<file path="src/rtl/psc_pkg.sv">
package psc_pkg;

  localparam int unsigned ValueWidthDef = 31;
  localparam int unsigned SumW          = 63;
  localparam int unsigned CountW        = 32;
  // digits of the remainder unit retired per cycle
  localparam int unsigned DigitBits     = 4;

  typedef enum logic [1:0] {
    CLS_SMALL = 2'd0,  // zero or one
    CLS_EVEN  = 2'd1,  // even and above two
    CLS_TRIAL = 2'd2   // two, or odd above one: tested with odd trial divisors
  } psc_cls_e;

  typedef enum logic [3:0] {
    S_IDLE  = 4'b0001,
    S_CHECK = 4'b0010,
    S_DIV   = 4'b0100,
    S_DONE  = 4'b1000
  } psc_state_e;

  typedef struct packed {
    logic full;
    logic empty;
  } psc_qstat_t;

endpackage

</file>
<file path="src/rtl/psc_in_if.sv">
interface psc_in_if #(
  parameter int unsigned VALUE_WIDTH = 31
);
  logic                   valid;
  logic                   ready;
  logic [VALUE_WIDTH-1:0] value;
  logic                   last;

  modport source (output valid, output value, output last, input ready);
  modport sink   (input valid, input value, input last, output ready);
endinterface

</file>
<file path="src/rtl/psc_out_if.sv">
interface psc_out_if;
  logic        valid;
  logic        ready;
  logic        is_prime;
  logic [62:0] prime_sum;
  logic [31:0] prime_count;
  logic        batch_end;

  modport source (output valid, output is_prime, output prime_sum, output prime_count,
                  output batch_end, input ready);
  modport sink   (input valid, input is_prime, input prime_sum, input prime_count,
                  input batch_end, output ready);
endinterface

</file>
<file path="src/rtl/psc_front.sv">
module psc_front import psc_pkg::*; #(
  parameter int unsigned VALUE_WIDTH = ValueWidthDef
) (
  psc_in_if.sink                 in_i,
  input  psc_qstat_t             qstat_i,
  output logic                   push_o,
  output logic [VALUE_WIDTH-1:0] value_o,
  output logic                   last_o,
  output psc_cls_e               cls_o
);

  localparam logic [VALUE_WIDTH-1:0] Two = VALUE_WIDTH'(2);

  assign in_i.ready = !qstat_i.full;
  assign push_o     = in_i.valid && !qstat_i.full;
  assign value_o    = in_i.value;
  assign last_o     = in_i.last;

  always_comb begin
    if (in_i.value[VALUE_WIDTH-1:1] == '0) begin
      cls_o = CLS_SMALL;
    end else if (!in_i.value[0] && (in_i.value != Two)) begin
      cls_o = CLS_EVEN;
    end else begin
      cls_o = CLS_TRIAL;
    end
  end

endmodule

</file>
<file path="src/rtl/psc_queue.sv">
module psc_queue import psc_pkg::*; #(
  parameter int unsigned VALUE_WIDTH = ValueWidthDef
) (
  input  logic                   clk_i,
  input  logic                   rst_ni,
  input  logic                   push_i,
  input  logic [VALUE_WIDTH-1:0] value_i,
  input  logic                   last_i,
  input  psc_cls_e               cls_i,
  input  logic                   pop_i,
  output psc_qstat_t             qstat_o,
  output logic [VALUE_WIDTH-1:0] value_o,
  output logic                   last_o,
  output psc_cls_e               cls_o
);

  logic [VALUE_WIDTH-1:0] value_q [2];
  logic                   last_q  [2];
  psc_cls_e               cls_q   [2];
  logic                   wr_ptr_q, wr_ptr_d;
  logic                   rd_ptr_q, rd_ptr_d;
  logic [1:0]             cnt_q, cnt_d;
  logic                   do_push, do_pop;

  assign qstat_o.full  = (cnt_q == 2'd2);
  assign qstat_o.empty = (cnt_q == 2'd0);
  assign do_push       = push_i && !qstat_o.full;
  assign do_pop        = pop_i && !qstat_o.empty;

  assign value_o = value_q[rd_ptr_q];
  assign last_o  = last_q[rd_ptr_q];
  assign cls_o   = cls_q[rd_ptr_q];

  always_comb begin
    wr_ptr_d = do_push ? !wr_ptr_q : wr_ptr_q;
    rd_ptr_d = do_pop ? !rd_ptr_q : rd_ptr_q;
    cnt_d    = cnt_q + 2'(do_push) - 2'(do_pop);
  end

  always_ff @(posedge clk_i or negedge rst_ni) begin
    if (!rst_ni) begin
      wr_ptr_q <= 1'b0;
      rd_ptr_q <= 1'b0;
      cnt_q    <= 2'd0;
    end else begin
      wr_ptr_q <= wr_ptr_d;
      rd_ptr_q <= rd_ptr_d;
      cnt_q    <= cnt_d;
    end
  end

  always_ff @(posedge clk_i) begin
    if (do_push) begin
      value_q[wr_ptr_q] <= value_i;
      last_q[wr_ptr_q]  <= last_i;
      cls_q[wr_ptr_q]   <= cls_i;
    end
  end

endmodule

</file>
<file path="src/rtl/psc_back.sv">
module psc_back import psc_pkg::*; #(
  parameter int unsigned VALUE_WIDTH = ValueWidthDef
) (
  input  logic                   clk_i,
  input  logic                   rst_ni,
  input  psc_qstat_t             qstat_i,
  input  logic [VALUE_WIDTH-1:0] value_i,
  input  logic                   last_i,
  input  psc_cls_e               cls_i,
  output logic                   pop_o,
  psc_out_if.source              out_o
);

  localparam int unsigned Steps = (VALUE_WIDTH + DigitBits - 1) / DigitBits;
  localparam int unsigned PadW  = Steps * DigitBits;
  localparam int unsigned StepW = $clog2(Steps + 1);
  localparam int unsigned RemW  = VALUE_WIDTH + 1;
  localparam int unsigned SqW   = VALUE_WIDTH + 2;
  localparam logic [StepW-1:0] LastStep = StepW'(Steps - 1);
  localparam logic [SumW-1:0]   SumMax   = {SumW{1'b1}};
  localparam logic [CountW-1:0] CountMax = {CountW{1'b1}};

  psc_state_e             state_q, state_d;
  logic [VALUE_WIDTH-1:0] n_q, n_d;
  logic                   last_q, last_d;
  logic                   prime_q, prime_d;
  logic [VALUE_WIDTH-1:0] dv_q, dv_d;
  logic [SqW-1:0]         sq_q, sq_d;
  logic [RemW-1:0]        rem_q, rem_d;
  logic [PadW-1:0]        nsh_q, nsh_d;
  logic [StepW-1:0]       step_q, step_d;

  logic                   out_valid_q;
  logic                   out_prime_q;
  logic [SumW-1:0]        out_sum_q;
  logic [CountW-1:0]      out_cnt_q;
  logic                   out_end_q;
  logic [SumW-1:0]        sum_acc_q;
  logic [CountW-1:0]      cnt_acc_q;

  logic                   out_free, emit;
  logic [RemW-1:0]        rem_next;
  logic [SumW:0]          sum_add;
  logic [SumW-1:0]        sum_new;
  logic [CountW-1:0]      cnt_new;

  assign out_free = !out_valid_q || out_o.ready;
  assign emit     = (state_q == S_DONE) && out_free;
  assign pop_o    = (state_q == S_IDLE) && !qstat_i.empty;

  // restoring remainder, one digit group of n per cycle
  always_comb begin
    logic [RemW-1:0] r;
    r = rem_q;
    for (int k = 0; k < int'(DigitBits); k++) begin
      r = {r[RemW-2:0], nsh_q[PadW-1-k]};
      if (r >= RemW'(dv_q)) begin
        r = r - RemW'(dv_q);
      end
    end
    rem_next = r;
  end

  always_comb begin
    state_d = state_q;
    n_d     = n_q;
    last_d  = last_q;
    prime_d = prime_q;
    dv_d    = dv_q;
    sq_d    = sq_q;
    rem_d   = rem_q;
    nsh_d   = nsh_q;
    step_d  = step_q;
    unique case (state_q)
      S_IDLE: begin
        if (!qstat_i.empty) begin
          n_d     = value_i;
          last_d  = last_i;
          prime_d = 1'b0;
          dv_d    = VALUE_WIDTH'(3);
          sq_d    = SqW'(9);
          state_d = (cls_i == CLS_TRIAL) ? S_CHECK : S_DONE;
        end
      end
      S_CHECK: begin
        if (sq_q > SqW'(n_q)) begin
          prime_d = 1'b1;
          state_d = S_DONE;
        end else begin
          rem_d   = '0;
          nsh_d   = PadW'(n_q);
          step_d  = '0;
          state_d = S_DIV;
        end
      end
      S_DIV: begin
        rem_d  = rem_next;
        nsh_d  = nsh_q << DigitBits;
        step_d = step_q + 1'b1;
        if (step_q == LastStep) begin
          if (rem_next == '0) begin
            state_d = S_DONE;
          end else begin
            // next odd divisor: (d+2)^2 = d^2 + 4d + 4
            sq_d    = sq_q + {dv_q, 2'b00} + SqW'(4);
            dv_d    = dv_q + VALUE_WIDTH'(2);
            state_d = S_CHECK;
          end
        end
      end
      S_DONE: begin
        if (out_free) begin
          state_d = S_IDLE;
        end
      end
      default: state_d = S_IDLE;
    endcase
  end

  always_comb begin
    sum_add = {1'b0, sum_acc_q} + (SumW + 1)'(n_q);
    sum_new = sum_acc_q;
    cnt_new = cnt_acc_q;
    if (prime_q) begin
      sum_new = sum_add[SumW] ? SumMax : sum_add[SumW-1:0];
      cnt_new = (cnt_acc_q == CountMax) ? cnt_acc_q : cnt_acc_q + 1'b1;
    end
  end

  always_ff @(posedge clk_i or negedge rst_ni) begin
    if (!rst_ni) begin
      state_q     <= S_IDLE;
      out_valid_q <= 1'b0;
      sum_acc_q   <= '0;
      cnt_acc_q   <= '0;
    end else begin
      state_q <= state_d;
      if (emit) begin
        out_valid_q <= 1'b1;
        sum_acc_q   <= last_q ? '0 : sum_new;
        cnt_acc_q   <= last_q ? '0 : cnt_new;
      end else if (out_o.ready) begin
        out_valid_q <= 1'b0;
      end
    end
  end

  always_ff @(posedge clk_i) begin
    n_q     <= n_d;
    last_q  <= last_d;
    prime_q <= prime_d;
    dv_q    <= dv_d;
    sq_q    <= sq_d;
    rem_q   <= rem_d;
    nsh_q   <= nsh_d;
    step_q  <= step_d;
    if (emit) begin
      out_prime_q <= prime_q;
      out_sum_q   <= sum_new;
      out_cnt_q   <= cnt_new;
      out_end_q   <= last_q;
    end
  end

  assign out_o.valid       = out_valid_q;
  assign out_o.is_prime    = out_prime_q;
  assign out_o.prime_sum   = out_sum_q;
  assign out_o.prime_count = out_cnt_q;
  assign out_o.batch_end   = out_end_q;

endmodule

</file>
<file path="src/rtl/prime_sum_and_count_top.sv">
// channel  dir  fields                                       accepted when
// in_i     in   value[VALUE_WIDTH-1:0], last                 valid && ready
// out_o    out  is_prime, prime_sum[62:0], prime_count[31:0],  valid && ready
//               batch_end
// zero, one and even words above two skip the trial divisors and are reported as not prime
// other words test odd divisors d = 3, 5, ... while d*d <= n, stopping at the first
// one that divides n; each divisor passes through S_CHECK and then S_DIV, the
// 4-bit-per-cycle remainder unit, which is the one remainder loop for all divisors
// reset clears the queue, the output register and both batch totals
// the 2-word queue keeps taking words while the back end divides or its result waits
module prime_sum_and_count_top import psc_pkg::*; #(
  parameter int unsigned VALUE_WIDTH = ValueWidthDef
) (
  input  logic      clk_i,
  input  logic      rst_ni,
  psc_in_if.sink    in_i,
  psc_out_if.source out_o
);

  psc_qstat_t             qstat;
  logic                   push, pop;
  logic [VALUE_WIDTH-1:0] f_value, q_value;
  logic                   f_last, q_last;
  psc_cls_e               f_cls, q_cls;

  psc_front #(.VALUE_WIDTH(VALUE_WIDTH)) u_front (
    .in_i    (in_i),
    .qstat_i (qstat),
    .push_o  (push),
    .value_o (f_value),
    .last_o  (f_last),
    .cls_o   (f_cls)
  );

  psc_queue #(.VALUE_WIDTH(VALUE_WIDTH)) u_queue (
    .clk_i   (clk_i),
    .rst_ni  (rst_ni),
    .push_i  (push),
    .value_i (f_value),
    .last_i  (f_last),
    .cls_i   (f_cls),
    .pop_i   (pop),
    .qstat_o (qstat),
    .value_o (q_value),
    .last_o  (q_last),
    .cls_o   (q_cls)
  );

  psc_back #(.VALUE_WIDTH(VALUE_WIDTH)) u_back (
    .clk_i   (clk_i),
    .rst_ni  (rst_ni),
    .qstat_i (qstat),
    .value_i (q_value),
    .last_i  (q_last),
    .cls_i   (q_cls),
    .pop_o   (pop),
    .out_o   (out_o)
  );

`ifndef SYNTHESIS
  a_no_push_full: assert property (@(posedge clk_i) disable iff (!rst_ni)
    push |-> !qstat.full)
    else $error("push into full queue");

  a_no_pop_empty: assert property (@(posedge clk_i) disable iff (!rst_ni)
    pop |-> !qstat.empty)
    else $error("pop from empty queue");

  a_qstat_sane: assert property (@(posedge clk_i) disable iff (!rst_ni)
    !(qstat.full && qstat.empty))
    else $error("queue full and empty at once");

  a_push_fills: assert property (@(posedge clk_i) disable iff (!rst_ni)
    (push && !pop) |=> !qstat.empty)
    else $error("queue empty after push");
`endif

endmodule
</file>
<file path="src/flat_wrapper.sv">
// flat-port wrapper written by rule: the top's interface ports become plain ports
module prime_sum_and_count_top_flat import psc_pkg::*;
#(
  parameter int unsigned VALUE_WIDTH = ValueWidthDef
)
  (clk_i, rst_ni, in_i_valid, in_i_value, in_i_last, in_i_ready, out_o_valid, out_o_is_prime, out_o_prime_sum, out_o_prime_count, out_o_batch_end, out_o_ready);
  psc_in_if #(.VALUE_WIDTH(VALUE_WIDTH)) in_i_i ();
  psc_out_if out_o_i ();
  input  logic clk_i;
  input  logic rst_ni;
  input wire logic [$bits(in_i_i.valid)-1:0] in_i_valid;
  input wire logic [$bits(in_i_i.value)-1:0] in_i_value;
  input wire logic [$bits(in_i_i.last)-1:0] in_i_last;
  output wire logic [$bits(in_i_i.ready)-1:0] in_i_ready;
  output wire logic [$bits(out_o_i.valid)-1:0] out_o_valid;
  output wire logic [$bits(out_o_i.is_prime)-1:0] out_o_is_prime;
  output wire logic [$bits(out_o_i.prime_sum)-1:0] out_o_prime_sum;
  output wire logic [$bits(out_o_i.prime_count)-1:0] out_o_prime_count;
  output wire logic [$bits(out_o_i.batch_end)-1:0] out_o_batch_end;
  input wire logic [$bits(out_o_i.ready)-1:0] out_o_ready;
  assign in_i_i.valid = in_i_valid;
  assign in_i_i.value = in_i_value;
  assign in_i_i.last = in_i_last;
  assign in_i_ready = in_i_i.ready;
  assign out_o_valid = out_o_i.valid;
  assign out_o_is_prime = out_o_i.is_prime;
  assign out_o_prime_sum = out_o_i.prime_sum;
  assign out_o_prime_count = out_o_i.prime_count;
  assign out_o_batch_end = out_o_i.batch_end;
  assign out_o_i.ready = out_o_ready;
  prime_sum_and_count_top #(.VALUE_WIDTH(VALUE_WIDTH)) u_core (.clk_i(clk_i), .rst_ni(rst_ni), .in_i(in_i_i), .out_o(out_o_i));
endmodule
</file>
<file path="config.mk">
export PLATFORM = sky130hd
export DESIGN_NAME = prime_sum_and_count_top_flat
export DESIGN_NICKNAME = d
export VERILOG_FILES = /design/src/rtl/psc_pkg.sv /design/src/rtl/psc_in_if.sv /design/src/rtl/psc_out_if.sv /design/src/rtl/psc_front.sv /design/src/rtl/psc_queue.sv /design/src/rtl/psc_back.sv /design/src/rtl/prime_sum_and_count_top.sv /design/src/flat_wrapper.sv
export SDC_FILE = /design/constraint.sdc
export NUM_CORES = 1
export LEC_CHECK = 0
export BUFFER_PORTS_ARGS = -buffer_cell sky130_fd_sc_hd__buf_4
export CAP_MARGIN = 25
export CORE_MARGIN = 2
export CORE_UTILIZATION = 30
export DETAILED_ROUTE_END_ITERATION = 8
export PLACE_DENSITY = 0.47
export SKIP_CTS_REPAIR_TIMING = 1
export SYNTH_ARGS = -nofsm -noshare
export SYNTH_HDL_FRONTEND = slang
export SYNTH_SLANG_ARGS = --single-unit
</file>
<file path="constraint.sdc">
create_clock -name clk_i -period 14.2 [get_ports clk_i]
set_input_delay 2.84 -clock clk_i [delete_from_list [all_inputs] [get_ports clk_i]]
set_output_delay 2.84 -clock clk_i [all_outputs]
set_load 0.05 [all_outputs]
</file>
# Word-level counts from Yosys, hierarchy flattened
# Memories as Yosys holds them, arrays and structs flattened. A register that Yosys moved wholly into a read port is not among the register bits.
# Cells that the tools add are included.
[word_totals]
wordCells = 118
mem_count = 3
input_bits = 36
ram_bits = 68
ff_bits = 333
out_inout_bits = 99
[mem_list]
columns = ["name", "words", "width", "read_ports", "rd_clocked_by_memory_dff", "wr", "line", "text"]
rows = [
  ["u_core.u_queue.value_q", 2, 31, 1, 1, 1, "psc_queue.sv:17", "logic [VALUE_WIDTH-1:0] value_q [2];"],
  ["u_core.u_queue.cls_q", 2, 2, 1, 0, 1, "psc_queue.sv:19", "psc_cls_e cls_q [2];"],
  ["u_core.u_queue.last_q", 2, 1, 1, 1, 1, "psc_queue.sv:18", "logic last_q [2];"],
]
[op_classes]
n_bitwise = 1
n_reduce_logical = 25
n_eq_ne = 15
n_mux = 40
magnitude_cmp = 5
add_sub_neg = 12
[ops]
columns = ["cell", "n"]
rows = [
  ["$mux W31", 7],
  ["$mux W63", 3],
  ["$mux W32", 5],
  ["$ge A32 B31 Y1", 4],
  ["$pmux W31 S2", 2],
  ["$mux W33", 3],
  ["$sub A31 B31 Y31", 3],
  ["$pmux W33 S2", 1],
  ["$add A63 B31 Y64", 1],
  ["$pmux W32 S2", 1],
  ["$add A33 B3 Y33 const B", 1],
  ["$add A33 B33 Y33", 1],
  ["$gt A33 B31 Y1", 1],
  ["$add A32 B1 Y32 const B", 1],
  ["$eq A32 B32 Y1 const B", 1],
  ["$logic_not A32 Y1", 1],
  ["$sub A32 B31 Y32", 1],
  ["$add A31 B2 Y31 const B", 1],
  ["$ne A31 B2 Y1 const B", 1],
  ["$logic_not A30 Y1", 1],
  ["$mux W4", 7],
  ["$pmux W4 S4", 1],
  ["$ne A2 B2 Y1 const B", 6],
  ["$eq A4 B3 Y1 const B", 2],
  ["other kinds (20)", 42],
]

# Longest topological paths before layout
# Gate-level depths: netlist of the first run.
[depth]
depth_word = 12
mapped_depth = 60
depth_no_buf = 50

# Modules after synthesis
# From an unflattened synthesis of the first run, not the netlist that was laid out.
[unflattened]
hier_cells = 3143
hier_area_um2 = 30254.0
[modules_own_cells]
columns = ["mod", "seq_area_each_um2", "cells_per_inst", "area_each_um2", "instances"]
rows = [
  ["psc_back", 10221.1, 2972, 27118.5, 1],
  ["psc_queue", 2142.1, 124, 2805.2, 1],
  ["psc_front", 0.0, 47, 330.3, 1],
]

# Worst setup path after synthesis of the first run
# OpenSTA, ideal clock, no wires.
[synth_path]
path_type = "register to register"
start = "register u_core.u_back.dv_q[27]"
end = "register u_core.u_back.dv_q[10] (enable)"
synth_period_minus_slack_ns = 14.458
path_buffers = 12
stages_incl_launch_ff = 59
setup_time_ns = 0.478
t_required_ns = 13.722
path_slack_ns = -0.258
arrival_time_ns = 13.979
path_cell_list = "edfxtp_1 inv_1 ha_1 buf_4 a21oi_1 o21ai_1 a2111oi_0 nand3_1 nor2_1 buf_2 buf_2 buf_1 nor2_1 a21oi_1 inv_1 ha_1 clkbuf_1 nand3_1 [... 23 more ...] buf_1 nor2_1 a21oi_1 ha_1 and3_1 a221oi_1 o211ai_1 o211ai_1 a31oi_1 a211oi_1 a31oi_1 o211ai_1 o21ai_0 xor2_1 nor4_1 a22oi_1 a2111oi_0 nor2_1"
[synth_between]
elab_chain_len = 11
elab_cells_between_ends = 15
classes_between = "4 x add/sub; 4 x order compare; 1 x eq/ne; 4 x mux; 2 x reduce/logical"
[synth_lines]
columns = ["element", "line", "text"]
rows = [
  ["start: declaration", "psc_back.sv:27", "logic [VALUE_WIDTH-1:0] dv_q, dv_d;"],
  ["start signal: assignment", "psc_back.sv:152", "dv_q <= dv_d;"],
  ["$sub A31 B31 Y31 or $ge A32 B31 Y1 (tied branches)", "psc_back.sv:58, psc_back.sv:57", ""],
  ["$mux W31", "psc_back.sv:57", "if (r >= RemW'(dv_q)) begin"],
  ["$sub A31 B31 Y31 or $ge A32 B31 Y1 (tied branches)", "psc_back.sv:58, psc_back.sv:57", ""],
  ["$mux W31", "psc_back.sv:57", ""],
  ["$sub A31 B31 Y31 or $ge A32 B31 Y1 (tied branches)", "psc_back.sv:58, psc_back.sv:57", ""],
  ["$mux W31", "psc_back.sv:57", ""],
  ["$sub A32 B31 Y32 or $ge A32 B31 Y1 (tied branches)", "psc_back.sv:58, psc_back.sv:57", ""],
  ["$mux W32 *", "psc_back.sv:57", ""],
  ["$logic_not A32 Y1 *", "psc_back.sv:101", "if (rem_next == '0) begin"],
  ["$ne A2 B2 Y1 (no line) *", "--", ""],
  ["$reduce_and A4 Y1 (no line) *", "--", ""],
]
# Mark *: on every way between the ends. The rest lies on a longest branch, timed or not.
# A chain may end at the register's enable or synchronous reset.

# Final worst setup path of the first run
[layout_path]
start = "register u_core.u_back.dv_q[26]"
end = "register u_core.u_back.sq_q[28] (enable)"
[layout_between]
elab_chain_len = 11
elab_cells_between_ends = 15
classes_between = "4 x add/sub; 4 x order compare; 1 x eq/ne; 4 x mux; 2 x reduce/logical"
[layout_lines]
columns = ["element", "line", "text"]
rows = [
  ["$sub A31 B31 Y31 or $ge A32 B31 Y1 (tied branches)", "psc_back.sv:58, psc_back.sv:57", ""],
  ["$mux W31", "psc_back.sv:57", ""],
  ["$sub A31 B31 Y31 or $ge A32 B31 Y1 (tied branches)", "psc_back.sv:58, psc_back.sv:57", ""],
  ["$mux W31", "psc_back.sv:57", ""],
  ["$sub A31 B31 Y31 or $ge A32 B31 Y1 (tied branches)", "psc_back.sv:58, psc_back.sv:57", ""],
  ["$mux W31", "psc_back.sv:57", ""],
  ["$sub A32 B31 Y32 or $ge A32 B31 Y1 (tied branches)", "psc_back.sv:58, psc_back.sv:57", ""],
  ["$mux W32 *", "psc_back.sv:57", ""],
  ["$logic_not A32 Y1 *", "psc_back.sv:101", ""],
  ["$ne A2 B2 Y1 (no line) *", "--", ""],
  ["$reduce_and A4 Y1 (no line) *", "--", ""],
  ["end signal: assignment", "psc_back.sv:153", "sq_q <= sq_d;"],
  ["end: declaration", "psc_back.sv:28", "logic [SqW-1:0] sq_q, sq_d;"],
]
# Marked as above.

==> results of run 1 <==
[path summary, 6_finish.rpt]
check,end,slack (ns),cells after the start
worst min register to register,u_core.u_back.nsh_q[9]$_DFFE_PP_,0.51,2
worst max-delay path,u_core.u_back.sq_q[28]$_SDFFCE_PP0P_,0.90,52
min in group asynchronous,u_core.u_back.cnt_acc_q[6]$_DFFE_PN0P_,2.21,1
worst max register to register,u_core.u_back.sq_q[28]$_SDFFCE_PP0P_,0.90,52
worst min-delay path,u_core.u_back.nsh_q[9]$_DFFE_PP_,0.51,2
max in group asynchronous,u_core.u_back.state_q[0]$_DFFE_PN1P_,10.93,3
[layout by cell type, fill, tap and decap left out, types with 21 or more instances in the layout]
| master | count |
|---|---|
| nor3_1 | 58 |
| mux2i_1 | 22 |
| a21o_1 | 68 |
| nor2b_1 | 30 |
| nor2_1 | 264 |
| and2_1 | 30 |
| a31oi_1 | 42 |
| ha_1 | 245 |
| inv_1 | 134 |
| nand3_1 | 82 |
| o21ai_0 | 220 |
| xnor2_1 | 164 |
| and3_1 | 51 |
| edfxtp_1 | 325 |
| buf_4 | 227 |
| o211ai_1 | 24 |
| nand4_1 | 52 |
| o21a_1 | 39 |
| nand2b_1 | 35 |
| nand2_1 | 299 |
| dfrtp_1 | 103 |
| xor2_1 | 66 |
| or3_1 | 21 |
| nor4_1 | 34 |
| a22o_1 | 38 |
| clkbuf_16 | 53 |
| a21oi_1 | 237 |
| mux2_2 | 59 |
| a211oi_1 | 28 |
[worst max-delay path, delay by kind of cell (launching register included)]
family,cells,cell delay [ns]
AO/OA/AOI/OAI,21,5.09
AND/OR/NAND/NOR,15,3.28
buffers and inverters,9,1.75
adder cells (fa/ha/maj),4,1.47
multiplexers,2,0.79
flip-flops,1,0.47
XOR/XNOR,1,0.14
[registers in the layout (all words and copies together) (netlist names), 4 cells and up]
name and count:
u_core.u_back.out_o.prime_sum 63, u_core.u_queue.cls_q 4, u_core.u_back.step_q 4, u_core.u_back.out_o.prime_count 32
u_core.u_back.sum_acc_q 63, u_core.u_queue.value_q 62, u_core.u_back.rem_q 31, u_core.u_back.nsh_q 32
u_core.u_back.cnt_acc_q 32, u_core.u_back.n_q 31, u_core.u_back.state_q 4, u_core.u_back.sq_q 30
u_core.u_back.dv_q 30
[per-layer routing]
layer / up-vias / global-route usage / wire length [um]
met1: 12000 / 0.263 / 46400
li1: 12000 / - / -
met2: 625 / 0.295 / 44100
met5: - / 0 / 0
met3: 133 / 0.0221 / 4180
met4: 0 / 0.0694 / 3690
[stage by stage]
| step | utilization | setup slack (ns) | cell area, um^2 |
|---|---|---|---|
| 6_report | 0.352 | 0.899 | 35000 |
| 5_1_grt | 0.352 | 0.0225 | 35000 |
| 4_1_cts | 0.351 | 0.256 | 34900 |
| 3_5_place_dp | 0.332 | 0.320 | 33000 |
| 3_3_place_gp | 0.331 | 0.270 | 33000 |
| 2_1_floorplan | - | 0.723 | 30000 |
[kinds of logic after synthesis]
kind of cell,Yosys count
flip-flops,429
multiplexers,83
AO/OA/AOI/OAI,867
XOR/XNOR,230
adder cells (fa/ha/maj),251
buffers and inverters,252
AND/OR/NAND/NOR,1032
[final cells by class]
class | count | area (um^2) | area share
multi-input combinational | 2464 | 16800 | 0.478
sequential | 429 | 12400 | 0.353
timing repair buffer | 235 | 1870 | 0.0533
tap | 1298 | 1620 | 0.0463
clock buffer | 63 | 1400 | 0.0401
inverter | 135 | 512 | 0.0146
clock inverter | 36 | 508 | 0.0145
==> flow_summary.toml, run 1 <==
[critical_path]
startpoint = "u_core.u_back.dv_q[26]$_SDFFCE_PP0P_"
crit_type = "flop to flop"
crit_path_start_kind = "flop"
r2r_start = "u_core.u_back.dv_q[26]$_SDFFCE_PP0P_"
crit_required_ns = 14.56
cp_max_fo = 21
max_stage_delay_ns = 0.50
slowest_stage = "a2111oi_1"
critPathArrivalTime_ns = 13.66
crit_path_end_kind = "flop"

[sta]
rsz0062_at_grt = "false"
hold_viol_final = 0
hold_slack_ns = 0.512
slew_headroom = 0.378
setup_viol = 0
drv_slew = 0
max_slew.worst_pin.slew_ns = 0.931
timing.final.crit_share = 0.937
fmax_mhz = 75.2
fin_setup_tns_ns = 0
fin_skew_ns = 0.0569
period_minus_slack_ns = 13.30

[yosys]
synth_top_family_by_area = "compound AO/OA/AOI/OAI gates"
muxShareOfSynthArea = 0.0304
avgSynthCellArea_um2 = 9.54
postSynthCellCount = 3144
syn_area_um2 = 30000
synth-async-reset-ratio = 0.242
synth_most_common_cell = "edfxtp_1"
synth_compound_area_frac = 0.185
synth_top_area_frac = 0.325
synth_ff_type = "edfxtp_1"
synthSimpleGateAreaFrac = 0.166
synth-seq-area-share = 0.412
syn_nets = 3431
synth_edf_count = 325
ys_ff_latch = 429
synth_commonest_cells = "325 x edfxtp_1, 299 x nand2_1, 270 x nor2_1"
synth-xor-area-share = 0.0671
synthTopCellsByArea = "edfxtp_1 33%, ha_1 10%, dfrtp_1 8.6%, xnor2_1 4.8%, a21oi_1 4.0%"
yosysWarnings = 0
ys_types = 95
synthAdderAreaFrac = 0.106
synth_top_area_cell = "edfxtp_1"

[floorplanning]
die_w_um = 320
num_rows = 116
core_area_um2 = 99600
pin_count = 135
initial_core_util = 0.301
die-area_um2 = 103000
die_h_um = 320

[finish]
instances_no_fill = 4660
antenna_cells = 0
num-fill-cells = 10200
drive_gt1_frac = 0.136
area_delta_synth_final_pct = 16.8
finalNetCount = 3605

[clocking]
clockBufferDepth = 3
h-tree-depth = 2
numCtsBuffers = 53
clk_pin_slew_ns = 0.06
cts_tree = "yes"
clock_sinks = 429
clkLatencyLatePin_ns = 0.66
cts_root_buf = "clkbuf_16"

[global_route]
grt_pass1_wl_um = 148000
grt_use_total = 0.187
antenna_found_initial = 2
grt_pass1_vias = 23500
grt.overflow.total = 0
grt_max_degree = 93

[placement]
port_buffers = 134
dpl.hpwl_um = 75500
gp_routability_congestion = 0.950
post-place-cells = 4556

[drt]
drt_wl_total_um = 98400
dr.pass1.iters = 8
drcViolationCount = 0
antenna_left = 0
wl_per_cell_um = 21.1
viasPerCell = 5.31
via_count = 24700
dr.first_iter.drc_count = 2036

[worst_hold_path]
hold_start = "u_core.u_back.nsh_q[5]$_DFFE_PP_"
hold_path.class = "flop to flop"

[run_status]
outcome = "finished clean"

[flow_run]
maxCapViolCount = 0
Power of run 1 is left out: the tool's default activity adds up to more than one toggle a clock period on the data nets, which glitch-free logic cannot reach.
==> run 2, diff against run 1 <==
--- a/config.mk
+++ b/config.mk
@@ -6,8 +6,7 @@
 export NUM_CORES = 1
 export LEC_CHECK = 0
 export BUFFER_PORTS_ARGS = -buffer_cell sky130_fd_sc_hd__buf_4
-export CAP_MARGIN = 25
-export CORE_MARGIN = 2
+export CAP_MARGIN = 5
 export CORE_UTILIZATION = 30
 export DETAILED_ROUTE_END_ITERATION = 8
 export PLACE_DENSITY = 0.47
==> run 2 against run 1 <==
Worst hold slack hardly changed. Non-clock buffer count is 16 lower. Register-to-register slack worse by 0.13 ns. Via count is 0.95% lower. Critical path depth is 4 lower. Highest routed layer unchanged.
==> flow_summary.toml, run 2 (same netlist as run 1, synthesis figures left out) <==
[flow_run]
maxCapViolCount = 0

[critical_path]
slowest_stage = "or4b_2"
max_stage_delay_ns = 0.72
crit_path_end_kind = "flop"
cp_max_fo = 17
path_common_cell = "buf_4"
critPathArrivalTime_ns = 13.77
crit_required_ns = 14.54
reg2reg_depth = 48
crit_type = "flop to flop"
crit_path_start_kind = "flop"

[clocking]
cts_root_buf = "clkbuf_16"
h-tree-depth = 2
clkLatencyLatePin_ns = 0.61
numCtsBuffers = 50
clockBufferDepth = 3
cts_tree = "yes"
clock_sinks = 429
clk_pin_slew_ns = 0.06

[sta]
hold_slack_ns = 0.511
slew_headroom = 0.306
max_slew.worst_pin.slew_ns = 1.04
timing.final.crit_share = 0.946
rsz0062_at_grt = "false"
fin_skew_ns = 0.0345
fin_setup_tns_ns = 0
period_minus_slack_ns = 13.43
hold_viol_final = 0
fmax_mhz = 74.4
setup_viol = 0
drv_slew = 0

[floorplanning]
die-area_um2 = 101000
die_w_um = 318
pin_count = 135
core_area_um2 = 98700
die_h_um = 318
num_rows = 115
initial_core_util = 0.304

[worst_hold_path]
min_path_cells = 2
hold_path.class = "flop to flop"

[global_route]
grt_max_degree = 82
grt_pass1_wl_um = 146000
antenna_found_initial = 2
grt_pass1_vias = 23300
grt_use_total = 0.187
grt.overflow.total = 0

[run_status]
outcome = "finished clean"

[finish]
final_core_util = 0.353
finalNetCount = 3586
area_delta_synth_final_pct = 16.0
fin_area_um2 = 34800
final_common_cell = "edfxtp_1"
final_cell_mix = "325 x edfxtp_1, 299 x nand2_1, 264 x nor2_1, 245 x ha_1, 237 x a21oi_1"
antenna_cells = 0
drive_gt1_frac = 0.131

[drt]
dr.pass1.iters = 7
maxUsedRoutingLayer = "met4"
drt_wl_total_um = 96800
wl_met2_um = 42700
via_count = 24500
wl_met3_um = 5010
antenna_left = 0
wl_per_cell_um = 20.9
drcViolationCount = 0
dr.first_iter.drc_count = 2024
viasPerCell = 5.29
wl_met1_um = 46400

[placement]
dpl.hpwl_um = 74000
placed_area_um2 = 32800
gp_routability_congestion = 0.959
port_buffers = 134
[run 2: routing by layer]
| layer | global-route usage | up-vias |
|---|---|---|
| met5 | 0 | - |
| met4 | 0.0526 | 0 |
| met3 | 0.0245 | 107 |
| met2 | 0.290 | 664 |
| met1 | 0.269 | 11800 |
| li1 | - | 12000 |
[run 2: layout make-up]
cell class                 count  area (um^2)
timing repair buffer         219         1670
multi-input combinational   2464        16800
fill                       10100        63900
clock buffer                  59         1350
clock inverter                35          519
sequential                   429        12400
tap                         1287         1610
inverter                     135          512
[run 2: final timing paths]
path	from	end	slack, ns
max in group asynchronous	rst_ni	u_core.u_back.sum_acc_q[12]$_DFFE_PN0P_	10.59
min	u_core.u_back.sum_acc_q[0]$_DFFE_PN0P_	u_core.u_back.sum_acc_q[0]$_DFFE_PN0P_	0.51
min reg2reg	u_core.u_back.sum_acc_q[0]$_DFFE_PN0P_	u_core.u_back.sum_acc_q[0]$_DFFE_PN0P_	0.51
max	u_core.u_back.dv_q[11]$_SDFFCE_PP0P_	u_core.u_back.sq_q[26]$_SDFFCE_PP0P_	0.77
max reg2reg	u_core.u_back.dv_q[11]$_SDFFCE_PP0P_	u_core.u_back.sq_q[26]$_SDFFCE_PP0P_	0.77
min in group asynchronous	rst_ni	u_core.u_back.cnt_acc_q[1]$_DFFE_PN0P_	2.28
[run 2: through the flow]
step / worst slack (ns) / instances
2_1_floorplan: 0.723 / 3144
3_3_place_gp: 0.296 / 4530
3_5_place_dp: 0.0737 / 4530
4_1_cts: 0.0363 / 4624
5_1_grt: 0.0879 / 4628
6_report: 0.766 / 4628
[run 2: critical path, delay by kind of cell, from the launching register on]
kind | cells | cell delay, ns
buf+inv | 7 | 1.21
simple gates | 16 | 4.09
xor+xnor | 2 | 0.41
flops | 1 | 0.47
fa+ha+maj | 4 | 1.59
compound gates | 18 | 4.90
mux | 1 | 0.44
Power of run 2 is left out for the same reason.
